`src/hdl/bsb_pkg.sv`:
```
// Shared types, constants and helpers for the beam search backtrack block.
// No dependencies; every other file of the block imports this package.
`default_nettype none

package bsb_pkg;

    // Field widths fixed by the item and result formats
    localparam int TIME_W  = 6;
    localparam int BEAM_W  = 4;
    localparam int TOKEN_W = 32;
    localparam int LEN_W   = 16;
    localparam int CNT_W   = 7;   // time step counts, 1..64

    // Default sizes of the stores
    localparam int TIME_DEPTH_DEF = 64;
    localparam int MAX_BEAMS_DEF  = 16;

    // Depth of the command queue between front and back (power of two)
    localparam int Q_DEPTH = 2;

    // Configuration port
    localparam int CFG_ADDR_W = 3;
    localparam int CFG_DATA_W = 32;

    typedef enum logic
    {
        OP_LOAD = 1'b0,
        OP_RUN  = 1'b1
    } op_t;

    // Register index, taken from paddr[2]
    typedef enum logic
    {
        REG_EOS_TOK    = 1'b0,
        REG_TIME_STEPS = 1'b1
    } reg_idx_t;

    typedef enum logic [1:0]
    {
        BK_IDLE,
        BK_WALK,
        BK_DRAIN,
        BK_EMIT
    } bk_state_t;

    typedef struct packed
    {
        logic                      action;
        logic [TIME_W-1:0]         time_pos;
        logic [BEAM_W-1:0]         beam_pos;
        logic signed [TOKEN_W-1:0] step_token;
        logic [BEAM_W-1:0]         parent_beam;
        logic [LEN_W-1:0]          seq_len;
    } item_t;

    typedef struct packed
    {
        logic [TIME_W-1:0]         time_pos_out;
        logic signed [TOKEN_W-1:0] token;
        logic                      last;
    } result_t;

    // Classified command word passed from front to back
    typedef struct packed
    {
        op_t                op;
        logic [TIME_W-1:0]  time_pos;
        logic [BEAM_W-1:0]  beam;
        logic [TOKEN_W-1:0] token;
        logic [BEAM_W-1:0]  parent;
        logic [CNT_W-1:0]   steps;
        logic [CNT_W-1:0]   len;
    } cmd_t;

    // Beam indexes at or beyond the beam count fold onto the last beam
    function automatic logic [BEAM_W-1:0] clamp_beam(input logic [BEAM_W-1:0] b,
                                                     input int unsigned max_beams);
        logic [BEAM_W-1:0] r;
        if (int'(b) >= int'(max_beams))
            r = BEAM_W'(max_beams - 1);
        else
            r = b;
        return r;
    endfunction

endpackage

`default_nettype wire

```
`src/hdl/bsb_queue.sv`:
```
// Short command queue between front and back ends.
// Uses bsb_pkg for the command word type and depth.
`default_nettype none

module bsb_queue
    import bsb_pkg::*;
(
    input  wire logic clk,
    input  wire logic rst_n,
    input  wire logic push,
    input  wire cmd_t push_cmd,
    input  wire logic pop,
    output logic      full,
    output logic      valid,
    output cmd_t      head
);

    localparam int AW = (Q_DEPTH > 1) ? $clog2(Q_DEPTH) : 1;
    localparam int CW = $clog2(Q_DEPTH + 1);

    cmd_t          q_mem [Q_DEPTH];
    logic [AW-1:0] wr_ptr_reg, wr_ptr_next;
    logic [AW-1:0] rd_ptr_reg, rd_ptr_next;
    logic [CW-1:0] count_reg, count_next;

    assign full  = (count_reg == CW'(Q_DEPTH));
    assign valid = (count_reg != '0);
    assign head  = q_mem[rd_ptr_reg];

    // Pointer and fill count update
    always_comb
    begin
        wr_ptr_next = push ? wr_ptr_reg + AW'(1) : wr_ptr_reg;
        rd_ptr_next = pop  ? rd_ptr_reg + AW'(1) : rd_ptr_reg;
        count_next  = count_reg;
        if (push && !pop)
            count_next = count_reg + CW'(1);
        else if (pop && !push)
            count_next = count_reg - CW'(1);
    end

    always_ff @(posedge clk or negedge rst_n)
    begin
        if (!rst_n)
        begin
            wr_ptr_reg <= '0;
            rd_ptr_reg <= '0;
            count_reg  <= '0;
        end
        else
        begin
            wr_ptr_reg <= wr_ptr_next;
            rd_ptr_reg <= rd_ptr_next;
            count_reg  <= count_next;
        end
    end

    // Entry storage
    always_ff @(posedge clk)
    begin
        if (push)
            q_mem[wr_ptr_reg] <= push_cmd;
    end

`ifndef ASSERT_OFF
    a_no_overflow: assert property (@(posedge clk) disable iff (!rst_n)
        push && !pop |-> !full)
        else $error("queue written while full");

    a_no_underflow: assert property (@(posedge clk) disable iff (!rst_n)
        pop |-> valid)
        else $error("queue read while empty");

    a_count_moves: assert property (@(posedge clk) disable iff (!rst_n)
        push && !pop |=> count_reg == $past(count_reg) + CW'(1))
        else $error("queue count did not advance on write");
`endif

endmodule

`default_nettype wire

```
`config.mk`:
```
export PLATFORM = sky130hd
export DESIGN_NAME = bsb_queue
export DESIGN_NICKNAME = d
export VERILOG_FILES = /design/src/hdl/bsb_pkg.sv /design/src/hdl/bsb_queue.sv
export SDC_FILE = /design/constraint.sdc
export NUM_CORES = 1
export LEC_CHECK = 0
export ABC_AREA = 1
export BUFFER_PORTS_ARGS = -buffer_cell sky130_fd_sc_hd__buf_4
export CAP_MARGIN = 10
export CORE_AREA = 2 2 126 91
export DETAILED_ROUTE_END_ITERATION = 10
export DIE_AREA = 0 0 128 93
export GPL_ROUTABILITY_DRIVEN = 0
export MAX_ROUTING_LAYER = met4
export PLACE_DENSITY = 0.79
export SLEW_MARGIN = 5
export SYNTH_ARGS = -nofsm -noshare
export SYNTH_HDL_FRONTEND = slang
export SYNTH_SLANG_ARGS = --single-unit
export TNS_END_PERCENT = 50
```
`constraint.sdc`:
```
create_clock -name clk -period 3.7 [get_ports clk]
set_input_delay 0.74 -clock clk [delete_from_list [all_inputs] [get_ports clk]]
set_output_delay 0.74 -clock clk [all_outputs]
set_load 0.01 [all_outputs]
```
==> reports/qor.csv, run 1 <==
metric;value;unit
run status;finished clean;
routed vias/inst;4.72;
antenna violation net count after detailed routing;0;
power consumption;5.48;mW
Startpoint Class;flop;
Max Transition Viols Final;0;
register bit total from synthesis;126;
post-synthesis sequential area ratio;0.767;
initial drt markers;162;
DRT Wirelength;8430;um
Slew HR;0.400;
unrepaired setup endpoints after global routing;no;
first-pass GRT wire length;12800;um
multi-input logic area;996;um2
VDD IR max;0.000548;V
area grow syn2layout;35.2;%
Worst-path clk slew;0.05;ns
Root Driver;clkbuf_16;
Sink Count;126;
die height;93;um
CTS max path bufs;2;
Final Skew;0.00736;ns
area of the core;10700;um2
leakage power;2.71;nW
Setup-failing EPs final;0;
fin crit share;0.762;
Mapped Nets;281;
gr ovfl total;0;
r2r setup slk;1.93;ns
Die ar.;11900;um2
CP required;2.96;ns
num ports;128;
Worst Setup Path Type;reg2out;
I/O Buffers;127;
Hold-fix buffers, CTS;0;
Synth area leader;edfxtp_1;
# H-tree levels;4;
fillers;781;
Tmin final;2.82;ns
final hold violations;0;
Mean Syn Cell Area;22.8;um2
width of the die;128;um
largest net degree at the start of global routing;34;
vias in the first global route;2528;
FF+latch area;3770;um2
crit path DAT;2.08;ns
Total GRT Usage;0.155;
synth top area cells;edfxtp_1 (75%), mux2_4 (18%), buf_12 (2.4%), dfrtp_1 (2.0%), inv_1 (0.54%);
Largest register FFs;122;
Post-Syn Area;4910;um2
Final nets;423;
Slew @ Worst Pin;0.897;ns
layout cells sized above 1;0.603;
Post-CTS Resized;0;
initial antenna violation count;0;
CTS tree;built;
Max Cap Viol;0;
# rows;32;
Max Fclk;355;MHz
WL/cell;16.7;um
Syn Inst Count;215;
worst min path class;in2async;
hold_ws;0.119;ns
Yosys warning total;0;
routed vias;2390;
Post-CTS Setup Bufs;0;
Starting Density;0.458;
critical path capture point type;output pin;
pwr/cell area;825;nW/um2
CP max FO;33;
Post-Route Setup TNS;0;ns
worst-skew pair later-pin latency;0.40;ns
post-DP HPWL;5530;um
cts bufs inserted;17;
Post-route DRC;0;
area share of the largest cell type after synthesis;0.746;
# diodes;0;
distinct cell type count after synthesis;14;
Pre-Repair DR Iteration Count;4;
per-layer routing:
| layer | vias up | GRT usage | routed length (um) |
|---|---|---|---|
| met5 | - | - | 0 |
| met4 | 0 | 0.0668 | 136 |
| met3 | 15 | 0.0692 | 758 |
| met2 | 102 | 0.229 | 3900 |
| met1 | 1153 | 0.186 | 3640 |
| li1 | 1120 | - | - |
final timing paths:
check,end,start,cells after the start
worst min register to register,count_reg[1],count_reg[1],2
worst max-delay path,head[3],rd_ptr_reg,3
max in group asynchronous,rd_ptr_reg,rst_n,1
worst max register to register,q_mem[0][0],wr_ptr_reg,2
min in group clk,count_reg[1],count_reg[1],2
worst min-delay path,wr_ptr_reg,rst_n,1
power breakdown:
part           switching (mW)  internal [mW]
Combinational           0.634          0.918
Clock                   0.590           1.26
Sequential              0.175           1.90
placed cells by master, fill, tap and decap left out:
master / Yosys / layout
buf_4: 0 / 127
edfxtp_1: 122 / 122
mux2_4: 59 / 59
clkbuf_16: 0 / 17
inv_1: 7 / 6
nand2_1: 6 / 6
bufinv_16: 0 / 6
clkinv_1: 0 / 3
dfrtp_1: 4 / 3
buf_12: 6 / 3
mux2_2: 2 / 2
xor2_1: 2 / 2
inv_6: 0 / 2
clkinvlp_4: 0 / 2
clkinv_4: 0 / 2
nor2_1: 2 / 1
inv_2: 0 / 1
nor2_4: 0 / 1
xnor2_1: 1 / 1
nand3_1: 1 / 1
nand4_1: 1 / 1
ha_1: 1 / 1
dfrtp_4: 0 / 1
stage by stage:
step	cell area, um2	setup slack (ns)	util	instances
after detailed placement	5970	1.30	0.557	474
after global placement	5970	1.31	0.557	474
after floorplan	4910	0.934	-	215
after CTS	6640	0.859	0.619	506
final	6640	0.882	0.619	506
after global routing	6640	0.809	0.619	506
worst max-delay path: stages (launching register included):
cell and delay (ns):
dfrtp_4 0.82, buf_12 0.32, mux2_4 0.33, buf_4 0.14
Yosys cell counts:
library cell    n
nand4_1         1
buf_12          6
inv_1           7
nand3_1         1
ha_1            1
nand2_1         6
edfxtp_1      122
dfrtp_1         4
xnor2_1         1
buf_6           1
xor2_1          2
mux2_4         59
mux2_2          2
nor2_1          2
area by class of cell:
type                            instances  share of cell area
Clock buffer                           17              0.0641
Clock inverter                         15              0.0364
Inverter                                7             0.00396
Multi-Input combinational cell         75               0.150
Sequential cell                       126               0.567
Tap cell                              136              0.0256
Timing Repair Buffer                  130               0.153
kinds of logic after synthesis:
family | synth area share
xor gates and xnor gates | 0.00535
adders and majority gates | 0.00255
buffers and inverters | 0.0321
DFF | 0.767
muxes | 0.185
and+or+nand+nor | 0.00841
Note: power is estimated with default switching activity, not from simulation.
==> run 2, diff against run 1 <==
clock period = 2.5 ns   (was 3.7 ns; I/O delays follow)
==> reports/qor.csv, run 2 (synthesis gave the netlist of run 1 again) <==
metric;value;unit;change
run status;finished clean;;
hold_ws;0.277;ns;+0.158 ns
worst-skew pair later-pin latency;0.40;ns;about the same
Worst-path clk slew;0.06;ns;about the same
VDD IR max;0.000715;V;+30%
unrepaired setup endpoints after global routing;no;;
initial drt markers;143;;-12%
Starting Density;0.458;;unchanged
routed vias;2425;;+1.5%
max incr delay on CP;0.67;ns;-0.15 ns
WP buf/inv;2;;unchanged
Layout Cells excl Fill;511;;+0.99%
Slew HR;0.718;;+0.317
Max Transition Viols Final;0;;unchanged
Total GRT Usage;0.157;;+0.00177
WL/cell;17.1;um;+2.4%
Post-CTS Resized;0;;unchanged
routed vias/inst;4.75;;+0.47%
fin crit share;0.950;;
dpl cell area;5980;um2;about the same
die height;93;um;unchanged
worst min path class;in2reg;;
layout cells sized above 1;0.608;;+0.00530
leakage power;2.70;nW;-0.50%
Slew @ Worst Pin;0.423;ns;-0.474 ns
initial antenna violation count;0;;unchanged
commonest cells after routing, fill and taps aside;buf_4 (133), edfxtp_1 (122), mux2_4 (59), clkbuf_16 (17);;
Final Skew;0.00390;ns;-0.00346 ns
met3 WL;713;um;-5.9%
cts bufs inserted;17;;unchanged
Switching Fraction;0.263;;+0.00786
CP required;2.00;ns;-0.96 ns
Max Cap Viol;0;;unchanged
pwr/cell area;1200;nW/um2;+45%
Int Power;5.84;mW;+43%
gr ovfl total;0;;unchanged
Startpoint Class;flop;;
WL met2;4090;um;+4.8%
vias in the first global route;2485;;-1.7%
fillers;756;;-3.2%
Comb pwr share;0.299;;+0.016
crit path DAT;1.87;ns;-0.21 ns
antenna violation net count after detailed routing;0;;unchanged
largest net degree at the start of global routing;32;;-5.9%
DRT Wirelength;8720;um;+3.4%
placed cells;478;;+0.84%
Final nets;428;;+1.2%
Post-Route Setup TNS;0;ns;unchanged
Max Used Layer;met4;;
part of the power in registers;0.381;;+0.002
final hold violations;0;;unchanged
Tmin final;2.37;ns;
Largest register FFs;122;;unchanged
CTS max path bufs;2;;unchanged
Pre-Repair DR Iteration Count;4;;unchanged
I/O Buffers;127;;unchanged
Max Fclk;421;MHz;
# H-tree levels;4;;unchanged
Clock power frac;0.320;;-0.018
CP max FO;31;;-6.1%
Setup WS pre-CTS;0.538;ns;-0.758 ns
Worst Setup Path Type;reg2out;;
num ports;128;;unchanged
# rows;32;;unchanged
first-pass GRT wire length;13000;um;+1.3%
area grow syn2layout;34.6;%;
Die ar.;11900;um2;unchanged
fin area;6610;um2;-0.45%
CTS tree;built;;
Final WS setup;0.126;ns;-0.756 ns
wl on met1;3830;um;+5.2%
Slowest-stage cell, CP;dfrtp_4;;
area of the core;10700;um2;unchanged
crit-path cells;buf_12 -> mux2_4 -> buf_4;;
power consumption;7.92;mW;+45%
Root Driver;clkbuf_16;;
Setup-failing EPs final;0;;unchanged
most common cell after layout, fill and taps aside;buf_4;;
final core occ;0.616;;-0.00280
Post-route DRC;0;;unchanged
post-DP HPWL;5570;um;+0.70%
CP top delay family;flip-flops;;
width of the die;128;um;unchanged
critical path capture point type;output pin;;
# diodes;0;;unchanged
Switch Pwr;2.09;mW;+49%
Sink Count;126;;unchanged
-- run 2: cell count changes in the layout (fill, tap and decap cells not counted), sizes merged --
cell	delta
buf	+4
clkinvlp	+3
inv	-2
bufinv	-2
clkinv	+1
dlygate4sd3	+1
-- run 2: worst paths after layout --
path                               from           end  slack (ns)  cells after the start
setup reg to reg             wr_ptr_reg  q_mem[1][59]        1.19                      3
hold reg to reg            count_reg[1]  count_reg[1]        0.48                      2
hold / removal             push_cmd[14]  q_mem[0][14]        0.28                      1
max in group asynchronous         rst_n    rd_ptr_reg        1.95                      2
setup / recovery             rd_ptr_reg      head[42]        0.13                      3
min in group asynchronous         rst_n  count_reg[0]        0.43                      2
-- run 2: repair_timing --
action | CTS | global route
buffers inserted | 0 | 0
hold buffers | 1 | 0
hold endpoints to repair | 4 | 0
setup endpoints to repair | 0 | 0
-- run 2: area by class of cell --
| type | count | area, um2 | area share |
|---|---|---|---|
| Clock inverter | 15 | 196 | 0.0297 |
| Timing Repair Buffer | 135 | 1030 | 0.156 |
| Sequential cell | 126 | 3770 | 0.570 |
| Tap cell | 136 | 170 | 0.0257 |
| Inverter | 7 | 26.3 | 0.00398 |
| Multi-Input combinational cell | 75 | 996 | 0.151 |
| Clock buffer | 17 | 425 | 0.0644 |
-- run 2: power by group through the flow --
stage	Clock [mW]	Combinational (mW)	Sequential, mW
floorplan	0	1.69	2.94
global placement	0	2.36	3.03
detailed placement	0	2.38	3.06
CTS	2.59	2.40	3.02
global route	2.67	2.52	3.06
finish	2.53	2.37	3.02
-- run 2: per-layer routing --
layer | up-vias | track usage
li1 | 1128 | -
met1 | 1183 | 0.193
met2 | 100 | 0.233
met3 | 14 | 0.0629
met4 | 0 | 0.0632
met5 | - | -
