File: src/hdl/bsb_pkg.sv
// Shared types, constants and helpers for the beam search backtrack block.
// No dependencies; every other file of the block imports this package.
`default_nettype none

package bsb_pkg;

    // Field widths fixed by the item and result formats
    localparam int TIME_W  = 6;
    localparam int BEAM_W  = 4;
    localparam int TOKEN_W = 32;
    localparam int LEN_W   = 16;
    localparam int CNT_W   = 7;   // time step counts, 1..64

    // Default sizes of the stores
    localparam int TIME_DEPTH_DEF = 64;
    localparam int MAX_BEAMS_DEF  = 16;

    // Depth of the command queue between front and back (power of two)
    localparam int Q_DEPTH = 2;

    // Configuration port
    localparam int CFG_ADDR_W = 3;
    localparam int CFG_DATA_W = 32;

    typedef enum logic
    {
        OP_LOAD = 1'b0,
        OP_RUN  = 1'b1
    } op_t;

    // Register index, taken from paddr[2]
    typedef enum logic
    {
        REG_EOS_TOK    = 1'b0,
        REG_TIME_STEPS = 1'b1
    } reg_idx_t;

    typedef enum logic [1:0]
    {
        BK_IDLE,
        BK_WALK,
        BK_DRAIN,
        BK_EMIT
    } bk_state_t;

    typedef struct packed
    {
        logic                      action;
        logic [TIME_W-1:0]         time_pos;
        logic [BEAM_W-1:0]         beam_pos;
        logic signed [TOKEN_W-1:0] step_token;
        logic [BEAM_W-1:0]         parent_beam;
        logic [LEN_W-1:0]          seq_len;
    } item_t;

    typedef struct packed
    {
        logic [TIME_W-1:0]         time_pos_out;
        logic signed [TOKEN_W-1:0] token;
        logic                      last;
    } result_t;

    // Classified command word passed from front to back
    typedef struct packed
    {
        op_t                op;
        logic [TIME_W-1:0]  time_pos;
        logic [BEAM_W-1:0]  beam;
        logic [TOKEN_W-1:0] token;
        logic [BEAM_W-1:0]  parent;
        logic [CNT_W-1:0]   steps;
        logic [CNT_W-1:0]   len;
    } cmd_t;

    // Beam indexes at or beyond the beam count fold onto the last beam
    function automatic logic [BEAM_W-1:0] clamp_beam(input logic [BEAM_W-1:0] b,
                                                     input int unsigned max_beams);
        logic [BEAM_W-1:0] r;
        if (int'(b) >= int'(max_beams))
            r = BEAM_W'(max_beams - 1);
        else
            r = b;
        return r;
    endfunction

endpackage

`default_nettype wire

File: src/hdl/bsb_front.sv
// Front end: takes input words, drops out-of-range loads and prepares run
// commands (clamped step count, length and beam). Uses bsb_pkg.
`default_nettype none

module bsb_front
    import bsb_pkg::*;
#(
    parameter int TIME_DEPTH = TIME_DEPTH_DEF,
    parameter int MAX_BEAMS  = MAX_BEAMS_DEF
)
(
    input  wire logic             start,
    input  wire logic             busy,
    input  wire item_t            item,
    input  wire logic [CNT_W-1:0] time_steps,
    output logic                  push,
    output cmd_t                  cmd
);

    logic             accept;
    logic             is_run;
    logic             in_range;
    logic [CNT_W-1:0] steps;
    logic [CNT_W-1:0] len;

    assign accept = start && !busy;
    assign is_run = (op_t'(item.action) == OP_RUN);

    // Loads outside the store are dropped
    assign in_range = (int'(item.time_pos) < TIME_DEPTH) && (int'(item.beam_pos) < MAX_BEAMS);

    // Step count in use: zero reads as one, capped at the store depth
    always_comb
    begin
        if (time_steps == '0)
            steps = CNT_W'(1);
        else if (int'(time_steps) > TIME_DEPTH)
            steps = CNT_W'(TIME_DEPTH);
        else
            steps = time_steps;
    end

    assign len = (item.seq_len < LEN_W'(steps)) ? CNT_W'(item.seq_len) : steps;

    assign push = accept && (is_run || in_range);

    // Command word
    always_comb
    begin
        cmd.op       = is_run ? OP_RUN : OP_LOAD;
        cmd.time_pos = item.time_pos;
        cmd.beam     = is_run ? clamp_beam(item.beam_pos, MAX_BEAMS) : item.beam_pos;
        cmd.token    = item.step_token;
        cmd.parent   = item.parent_beam;
        cmd.steps    = steps;
        cmd.len      = len;
    end

endmodule

`default_nettype wire

File: config.mk
export PLATFORM = sky130hd
export DESIGN_NAME = bsb_front
export DESIGN_NICKNAME = d
export VERILOG_FILES = /design/src/hdl/bsb_pkg.sv /design/src/hdl/bsb_front.sv
export SDC_FILE = /design/constraint.sdc
export NUM_CORES = 1
export LEC_CHECK = 0
export BUFFER_PORTS_ARGS = -buffer_cell sky130_fd_sc_hd__buf_2
export CORE_MARGIN = 4
export CORE_UTILIZATION = 26
export DETAILED_ROUTE_END_ITERATION = 16
export GPL_TIMING_DRIVEN = 1
export MAX_ROUTING_LAYER = met4
export PLACE_DENSITY = 0.84
export SETUP_SLACK_MARGIN = 0.2
export SLEW_MARGIN = 20
export SYNTH_ARGS = -nofsm -noshare
export SYNTH_HDL_FRONTEND = slang
export SYNTH_SLANG_ARGS = --single-unit
File: constraint.sdc
create_clock -name vclk -period 2.1
set_input_delay 0.105 -clock vclk [all_inputs]
set_output_delay 0.105 -clock vclk [all_outputs]
set_load 0.01 [all_outputs]
==> results of run 1 <==
## power groups by stage
stage	registers (mW)	logic, mW	clock network [mW]
after floorplan	0	0.138	0
after CTS	0	0.0980	0
after global placement	0	0.0952	0
after detailed placement	0	0.0950	0
final	0	0.105	0
after global routing	0	0.118	0
## worst max path at each step
| stage | end | slack, ns |
|---|---|---|
| finish | cmd[6] | 0.29 |
| global route | cmd[1] | 0.19 |
| CTS | cmd[6] | 0.20 |
| detailed placement | cmd[1] | 0.05 |
| global placement | cmd[1] | 0.14 |
| floorplan | cmd[0] | 0.51 |
## stage by stage
stage | cell area [um2] | std cells | hold slack [ns] | util [%]
floorplan | 666 | 91 | 0.256 | -
global placement | 547 | 113 | 0.210 | 22.3
detailed placement | 547 | 113 | 0.210 | 22.3
CTS | 568 | 115 | 0.210 | 23.1
global route | 602 | 115 | 0.210 | 24.5
finish | 602 | 115 | 0.210 | 24.5
## what timing repair did
action,CTS,global route
setup endpoints to repair,7,7
pin swaps,1,2
buffers inserted,2,0
resized for setup,3,5
## area by class of cell
cell class | instances | area, um2
tap | 30 | 37.5
fill | 293 | 1850
timing repair buffer | 42 | 219
inverter | 6 | 25.0
multi-input combinational | 37 | 320
## layout by cell type (no fill, tap or decap), drive strengths merged
cell type | synthesis | layout
nor2b | 1 | 1
o21a | 1 | 1
o21ai | 3 | 3
ha | 6 | 6
a21oi | 3 | 3
mux2 | 7 | 7
inv | 6 | 6
nand2 | 6 | 6
a211oi | 1 | 1
nand3 | 1 | 1
nor4 | 2 | 2
a21o | 1 | 1
nor3 | 1 | 1
and4b | 1 | 1
nor2 | 3 | 3
buf | 47 | 42
## cell families after synthesis
family	Yosys count	share of synthesized area, %
adder cells (fa/ha/maj)	6	11.3
AO/OA/AOI/OAI	9	9.02
buffers and inverters	54	57.0
multiplexers	7	11.8
AND/OR/NAND/NOR	15	10.9
## metal layers
layer	track usage, %	up-vias	routed length, um
li1	-	240	-
met1	7.99	207	558
met2	12.9	41	718
met3	3.07	38	290
met4	8.09	0	178
met5	-	-	0
## critical path, cell delays in order
cell and delay, ns:
buf_2 0.13, inv_4 0.07, nand2_1 0.11, ha_4 0.29, o21ai_0 0.08, nand2_1 0.09
a21oi_2 0.04, o21ai_2 0.16, buf_6 0.14, mux2_2 0.33, buf_2 0.14
==> results.md, run 1 <==
- Worst-path maximum fanout: 6
- Clock network power share: 0%
- Fin crit period: around 1.8 ns
- DR WL/cell: roughly 15 um
- Reg power frac: 0%
- Fmax: 0.553 GHz
- Yosys warns: 0
- Post-Syn Instances: between 90 and 100
- Total Power: 0.105 mW
- Sw Ratio: between 40% and 50%
- Cts-stage hold buffer count: 0
- Starting density of the core: approximately 27%
- Number of global-route vias before repair: around 500
- Crit end category: output port
- Top cells by count, synth: buf_4 (47), mux2_2 (7), ha_1 (6), inv_1 (6), nand2_1 (6)
- Routed Wire Length: roughly 1700 um
- Top-count cell post-synth: buf_4
- Max-slew headroom: 84.0%
- Biggest area consumer among synthesized cells: buf_4
- I/O Pins: about 130
- Largest net degree at the start of global routing: 7
- RSZ-0062 raised after global routing: no
- Final period util: approximately 86%
- Detailed Routing Iterations Pass 1: 2
- Max-cap check violation count: 0
- Global-route usage over all layers: about 8.4%
- FP Rows: 18
- Sum Neg Setup Slack: 0 ns
- Clock buffers: 0
- Die area: ~3400 um2
- CP startpoint: time_steps[6]
- Power per standard cell area: between 150 and 200 nW/um2
- Gp weighted congestion: ~0.81
- Seq_cells: 0
- Post-synthesis sequential area ratio: 0%
- Worst min path class: input port to output port
- HPWL Detailed: 1460 um
- Core Area: 2450 um2
- Die Y: a little under 60 um
- Yosys top cell area share: between 50% and 60%
- Worst vdd ir: around 0.063 mV
- Combinational fraction of design power: 100.0%
- Final #Nets: roughly 170
- Die X: roughly 59 um
- Hold path cells: 0
- Mean Syn Cell Area: between 7 and 8 um2
- Yosys cell types: 19
- Hold Startpoint: item[33]
- Crit path required time: roughly 2.0 ns
- Slew @ Worst Pin: ~0.24 ns
- Antenna cell count: 0
- Setup CP Type: input port to output port
- Detailed-route DRC error count: 0
- Vias: approximately 530
- Initial antenna violation count: 0
- Post-Syn Area: about 670 um2
- Overflow after GRT: 0
- Ratio of cells with drive above 1 in the final layout: between 60% and 70%
- Final WS setup: 0.292 ns
- Switching pwr: between 0.05 and 0.06 mW
- Worst setup SP type: input port
- Max-slew violations: 0
- PortBufs: 40
- Worst Path Arrival: around 1.7 ns
- Reg area: 0 um2
- Worst hold endpoint: cmd[31]
- Final setup fails: 0
- Layout Area Growth over Synthesis: -9.59%
- Vias/cell: 4.57
- Pre-CTS setup slack: 0.0491 ns
- First-pass GRT wire length: 2260 um
- Syn_nets: 169
- Status: finished clean
- Final hold violation count: 0
- Post-DRT Antenna Nets: 0
- Internal power: between 0.05 and 0.06 mW
- Leakage power: 0.350 nW
- Synth area leaders: buf_4 (53%), mux2_2 (12%), ha_1 (11%)
- DR iter-0 viols: 4
No activity file was read; power rests on OpenSTA's default activity.
==> run 2: changes to the inputs <==
Settings changed: CELL_PAD_IN_SITES_DETAIL_PLACEMENT set to 1, CELL_PAD_IN_SITES_GLOBAL_PLACEMENT set to 1, CORE_ASPECT_RATIO set to 2, CORE_UTILIZATION 26 to 14, PLACE_DENSITY 0.84 to 0.87.
==> run 2 against run 1 <==
- the run now fails in detailed routing (5_2_route)
- global-route usage decreased by 0.95 points
- synthesized cell count stayed put
- area after synthesis did not move
==> results.md, run 2 <==
- Status: did not finish
- Failed at: detailed routing (5_2_route)
- Stop Error: [ERROR DRT-0255] Maze Route cannot find path of net item[51] in worker of routeBox ( 48300 0 ) ( 56755 48300 ).
- Area after DPL: roughly 600 um2
- Biggest area consumer among synthesized cells: buf_4
- Yosys warns: 0
- First-pass GRT wire length: around 3300 um
- Top cells by count, synth: buf_4 (47), mux2_2 (7), ha_1 (6), inv_1 (6), nand2_1 (6)
- Yosys cell types: 19
- Yosys top cell area share: a little over half
- Starting density of the core: between 10 and 15%
- Largest net degree at the start of global routing: 7
- PortBufs: 40
- Post-Syn Instances: 91
- Initial antenna violation count: 0
- Synth area leaders: buf_4 (53%), mux2_2 (12%), ha_1 (11%)
- Global-route usage over all layers: approximately 7.5%
- Gp weighted congestion: 0.700
- Post-synthesis sequential area ratio: 0%
- Post-Syn Area: ~670 um2
- Top-count cell post-synth: buf_4
- HPWL Detailed: ~2100 um
- Placed instance count: between 100 and 150
- GRT worst endpoint: cmd[0]
- Overflow after GRT: 0
- Cts-stage hold buffer count: 0
- Mean Syn Cell Area: approximately 7.3 um2
- Worst EP kind: primary output
- Syn_nets: approximately 170
- Die Y: approximately 110 um
- I/O Pins: about 130
- Die X: between 50 and 60 um
- Number of global-route vias before repair: roughly 670
- FP Rows: 35
-- run 2: cell counts after synthesis --
No cell type changed its count.
-- run 2: kinds of logic after synthesis --
| family | count (synthesis) | share of synthesized area [%] |
|---|---|---|
| AOI/OAI and AO/OA | 9 | 9.02 |
| adders and majority gates | 6 | 11.3 |
| muxes | 7 | 11.8 |
| and+or+nand+nor | 15 | 10.9 |
| buffers and inverters | 54 | 57.0 |
-- run 2: through the flow --
stage / worst slack, ns / hold WS (ns) / TNS [ns]
global route: 0.206 / 0.210 / 0
CTS: 0.201 / 0.210 / 0
detailed placement: -0.0404 / 0.210 / -0.0999
global placement: 0.0319 / 0.210 / 0
floorplan: 0.505 / 0.256 / 0
-- run 2: metal layers --
metal	GRT usage, %
met3	0.490
met2	12.8
met1	5.23
met4	11.1
met5	-
-- run 2: what timing repair did --
| action | 4_1_cts | 5_1_grt |
|---|---|---|
| setup endpoints to repair | 7 | 7 |
| buffers inserted | 2 | 0 |
| gates resized for setup | 3 | 13 |
| pin swaps | 1 | 2 |
==> run 3: changes to the inputs <==
Settings changed: CELL_PAD_IN_SITES_DETAIL_PLACEMENT 1 to unset, CELL_PAD_IN_SITES_GLOBAL_PLACEMENT 1 to unset, CORE_AREA set to 4 4 65 67, CORE_ASPECT_RATIO 2 to unset, CORE_MARGIN 4 to unset, CORE_UTILIZATION 14 to unset, DIE_AREA set to 0 0 69 71, MAX_ROUTING_LAYER met4 to unset, PLACE_DENSITY 0.87 to unset, PLACE_DENSITY_LB_ADDON set to 0.15, SETUP_SLACK_MARGIN 0.2 to unset.
==> run 3 against run 2 <==
- the run now ends clean
- global-route usage is 0.82 points lower
==> results.md, run 3 (synthesized netlist as in run 1, its figures left out) <==
- Status: finished clean
- DR iter-0 viols: 9
- Critical path's top delay family: buffers and inverters
- Worst-path maximum fanout: 6
- PortBufs: 40
- Post-DRT Antenna Nets: 0
- Fmax: just over 0.5 GHz
- Final period util: between 90% and 100%
- Setup CP Type: input port to output port
- Reg area: 0 um2
- Commonest non-fill, non-tap cell in the layout: buf_2
- Hold path cells: 0
- Core Area: 3630 um2
- Sum Neg Setup Slack: 0 ns
- CP bufs+invs: 4
- Leakage power: around 0.35 nW
- Final #Nets: between 150 and 200
- Slew @ Worst Pin: 0.239 ns
- Antenna cell count: 0
- Clock buffers: 0
- Routed Wire Length: 1720 um
- Hold Startpoint: item[17]
- Gp weighted congestion: roughly 0.75
- Max-cap check violation count: 0
- Max stage delay on crit path: 0.29 ns
- HPWL Detailed: between 1500 and 2000 um
- Layout Area Growth over Synthesis: -11.7%
- Crit path required time: about 2.0 ns
- RSZ-0062 raised after global routing: no
- Initial antenna violation count: 0
- Crit end category: output port
- Vias: between 500 and 600
- Die X: approximately 69 um
- Detailed-route DRC error count: 0
- Cts-stage hold buffer count: 0
- Worst min path class: input port to output port
- Ratio of cells with drive above 1 in the final layout: between 60% and 70%
- Worst hold endpoint: cmd[15]
- Pre-CTS setup slack: roughly 0.014 ns
- Die Y: around 71 um
- Worst vdd ir: 0.0556 mV
- Worst setup SP type: input port
- Area of the multi-input gates: between 200 and 300 um2
- Largest net degree at the start of global routing: 7
- Layout fillers: roughly 440
- Max-slew headroom: roughly 84%
- FP Rows: 22
- Total Power: between 0.09 and 0.1 mW
- Seq_cells: 0
- Global-route usage over all layers: approximately 6.6%
- Detailed Routing Iterations Pass 1: 4
- Die area: between 4000 and 5000 um2
- Worst-path cell chain: buf_2, inv_2, nand2_1, ha_1, a211oi_1, nand2_1, a21oi_2, o21ai_2, buf_4, mux2_2, buf_2
- Starting density of the core: between 10% and 20%
- Overflow after GRT: 0
- Max-slew violations: 0
- Final hold violation count: 0
- I/O Pins: ~130
- Number of global-route vias before repair: between 500 and 600
- Most frequent cells in the layout: buf_2 (40), mux2_2 (7), nand2_1 (6), ha_1 (6), inv_1 (5)
- First-pass GRT wire length: around 2800 um
- Final setup fails: 0
- Fin crit period: roughly 1.9 ns
- Final WS setup: between 0.15 and 0.2 ns
- DR WL/cell: between 10 and 15 um
- Power per standard cell area: approximately 170 nW/um2
- Worst Path Arrival: approximately 1.8 ns
- Vias/cell: roughly 3.9
- Worst path slowest cell: ha_1
run 3: timing repair:
action	in CTS	in global routing
setup endpoints to repair	0	7
gates resized for setup	0	2
buffers inserted	0	0
run 3: final cells by class:
| class | instances | share of cell area, % |
|---|---|---|
| Inverter | 6 | 3.83 |
| Tap cell | 48 | 10.2 |
| Timing Repair Buffer | 42 | 36.6 |
| Multi-Input combinational cell | 37 | 49.4 |
run 3: power by group:
part           internal [mW]  leakage, nW  switching [mW]  total (mW)
clock network              0            0               0           0
logic                 0.0480        0.346          0.0490      0.0970
registers                  0            0               0           0
total                 0.0480        0.346          0.0490      0.0970
run 3: how the worst max path moves through the flow:
stage	end	slack (ns)	depth (start not counted)	startpoint
after floorplan	cmd[0]	0.51	7	time_steps[6]
after global placement	cmd[3]	0.04	11	time_steps[6]
after detailed placement	cmd[3]	0.01	11	time_steps[6]
after CTS	cmd[3]	0.01	11	time_steps[6]
after global routing	cmd[3]	0.01	11	time_steps[6]
final	cmd[3]	0.17	11	time_steps[6]
run 3: metal layers:
metal	GRT usage (%)	vias to the layer above	routed length (um)
met1	7.77	212	689
met5	0	-	0
met3	2.70	22	286
li1	-	240	-
met4	5.21	0	119
met2	9.53	45	630
run 3: through the flow:
step / area [um2] / hold WS (ns) / util [%] / instances
floorplan: 666 / 0.256 / - / 91
global placement: 584 / 0.210 / 16.1 / 133
detailed placement: 584 / 0.210 / 16.1 / 133
CTS: 584 / 0.210 / 16.1 / 133
global route: 588 / 0.210 / 16.2 / 133
finish: 588 / 0.210 / 16.2 / 133
==> run 4: changes to the inputs <==
Clock period 2.1 ns to 1.9 ns, I/O delays scaled along.
==> run 4 against run 3 <==
- hold slack worse by 0.020 ns
- power up 56%
- global-route usage up 0.12 points
- sequential share of layout area unchanged
- largest cell class unchanged
==> results.md, run 4 (synthesized netlist as in run 1, its figures left out) <==
- Worst-path maximum fanout: 7
- Crit path required time: approximately 1.8 ns
- Max stage delay on crit path: roughly 0.30 ns
- Die area: between 4000 and 5000 um2
- Worst Path Arrival: 1.71 ns
- Status: finished clean
- Reg area: 0 um2
- Worst hold endpoint: cmd[29]
- Final setup fails: 0
- Vias/cell: ~3.8
- Commonest non-fill, non-tap cell in the layout: buf_2
- Global-route usage over all layers: roughly 6.8%
- Antenna cell count: 0
- RSZ-0062 raised after global routing: yes
- Slew @ Worst Pin: approximately 0.24 ns
- Area after DPL: 629 um2
- Max-slew headroom: a little over four fifths
- Setup CP Type: input port to output port
- Starting density of the core: 18.3%
- Clock buffers: 0
- Detailed-route DRC error count: 0
- Largest net degree at the start of global routing: 8
- Reg power frac: 0%
- Number of global-route vias before repair: 595
- Total Power: 0.152 mW
- CP startpoint: time_steps[6]
- Max-cap check violation count: 0
- Detailed Routing Iterations Pass 1: 3
- Power per standard cell area: 194 nW/um2
- Internal power: between 0.08 and 0.09 mW
- Clock network power share: 0%
- Fmax: ~0.55 GHz
- Pre-CTS setup slack: -0.148 ns
- Worst path slowest cell: mux2_4
- FP Rows: 22
- Leakage power: roughly 0.43 nW
- Gp weighted congestion: ~0.76
- CP dominant cell by count: buf_6
- Die X: slightly below 70 um
- Worst setup SP type: input port
- Final WS setup: between 0.09 and 0.1 ns
- Overflow after GRT: 0
- Layout Area Growth over Synthesis: 17.5%
- Cts-stage hold buffer count: 0
- Final #Nets: 172
- Worst min path class: input port to output port
- Final non-filler cell total: 140
- Hold path cells: 0
- I/O Pins: around 130
- Max-slew violations: 0
- Die Y: 71 um
- Switching pwr: approximately 0.066 mW
- Final hold violation count: 0
- Post-route cell area: a little under 800 um2
- Routed Wire Length: around 1800 um
- Hold Slack: between 0.15 and 0.2 ns
- DR iter-0 viols: 3
- First-pass GRT wire length: roughly 2800 um
- Vias: ~540
- Crit end category: output port
- Core Area: 3630 um2
- PortBufs: 40
- Initial antenna violation count: 0
- Most frequent cells in the layout: buf_2 (33), buf_6 (8), mux2_4 (7), buf_4 (7)
- Ratio of cells with drive above 1 in the final layout: 70.7%
- Sum Neg Setup Slack: 0 ns
- Worst vdd ir: around 0.057 mV
- Fin crit period: between 1.5 and 2 ns
- Worst-path cell chain: buf_2, inv_4, buf_6, nand2_2, ha_4, a211oi_2, nand2_1, a21oi_2, o21ai_4, buf_12, mux2_4, buf_6
- Combinational fraction of design power: 100.0%
- HPWL Detailed: around 1600 um
- Placed instance count: between 100 and 150
- Final period util: between 90% and 100%
- Hold Startpoint: item[31]
- DR WL/cell: 13.1 um
- Post-DRT Antenna Nets: 0
- Sw Ratio: roughly 43%
- Final Util: 21.5%
- Seq_cells: 0
[run 4: changes by cell type in the layout (fill, tap and decap cells not counted), sizes merged]
cell	change
buf	+7
[run 4: final cells by class]
cell class	instances	area, um2
fillers	434	2850
inverters	6	25.0
multi-input cells	37	369
well taps	48	60.1
repair buffers	49	328
[run 4: repair_timing]
action	4_1_cts	5_1_grt
gates resized for setup	4	22
hold endpoints to repair	0	0
pin swaps	1	4
setup buffers	0	1
setup endpoints to repair	7	7
[run 4: how the worst max path moves through the flow]
stage	to	slack, ns
after floorplan	cmd[0]	0.33
after global placement	cmd[3]	-0.13
after detailed placement	cmd[3]	-0.15
after CTS	cmd[3]	-0.004
after global routing	cmd[3]	-0.04
final	cmd[2]	0.1
[run 4: critical path, delay by kind of cell]
family | cells | cell delay, ns
mux | 1 | 0.30
simple gates | 2 | 0.15
buf+inv | 5 | 0.55
fa+ha+maj | 1 | 0.17
compound gates | 3 | 0.44
[run 4: power groups by stage]
| stage | clock network [mW] | logic, mW | registers [mW] |
|---|---|---|---|
| final | 0 | 0.152 | 0 |
| after global routing | 0 | 0.171 | 0 |
| after CTS | 0 | 0.124 | 0 |
| after detailed placement | 0 | 0.120 | 0 |
| after global placement | 0 | 0.121 | 0 |
| after floorplan | 0 | 0.153 | 0 |
[run 4: routing by layer]
layer / part of all wire, % / up-vias / GRT usage, %
met5: 0 / - / 0
met1: 42 / 215 / 7.69
met2: 36 / 45 / 10.2
met4: 6.5 / 0 / 5.21
li1: - / 255 / -
met3: 15 / 22 / 2.56
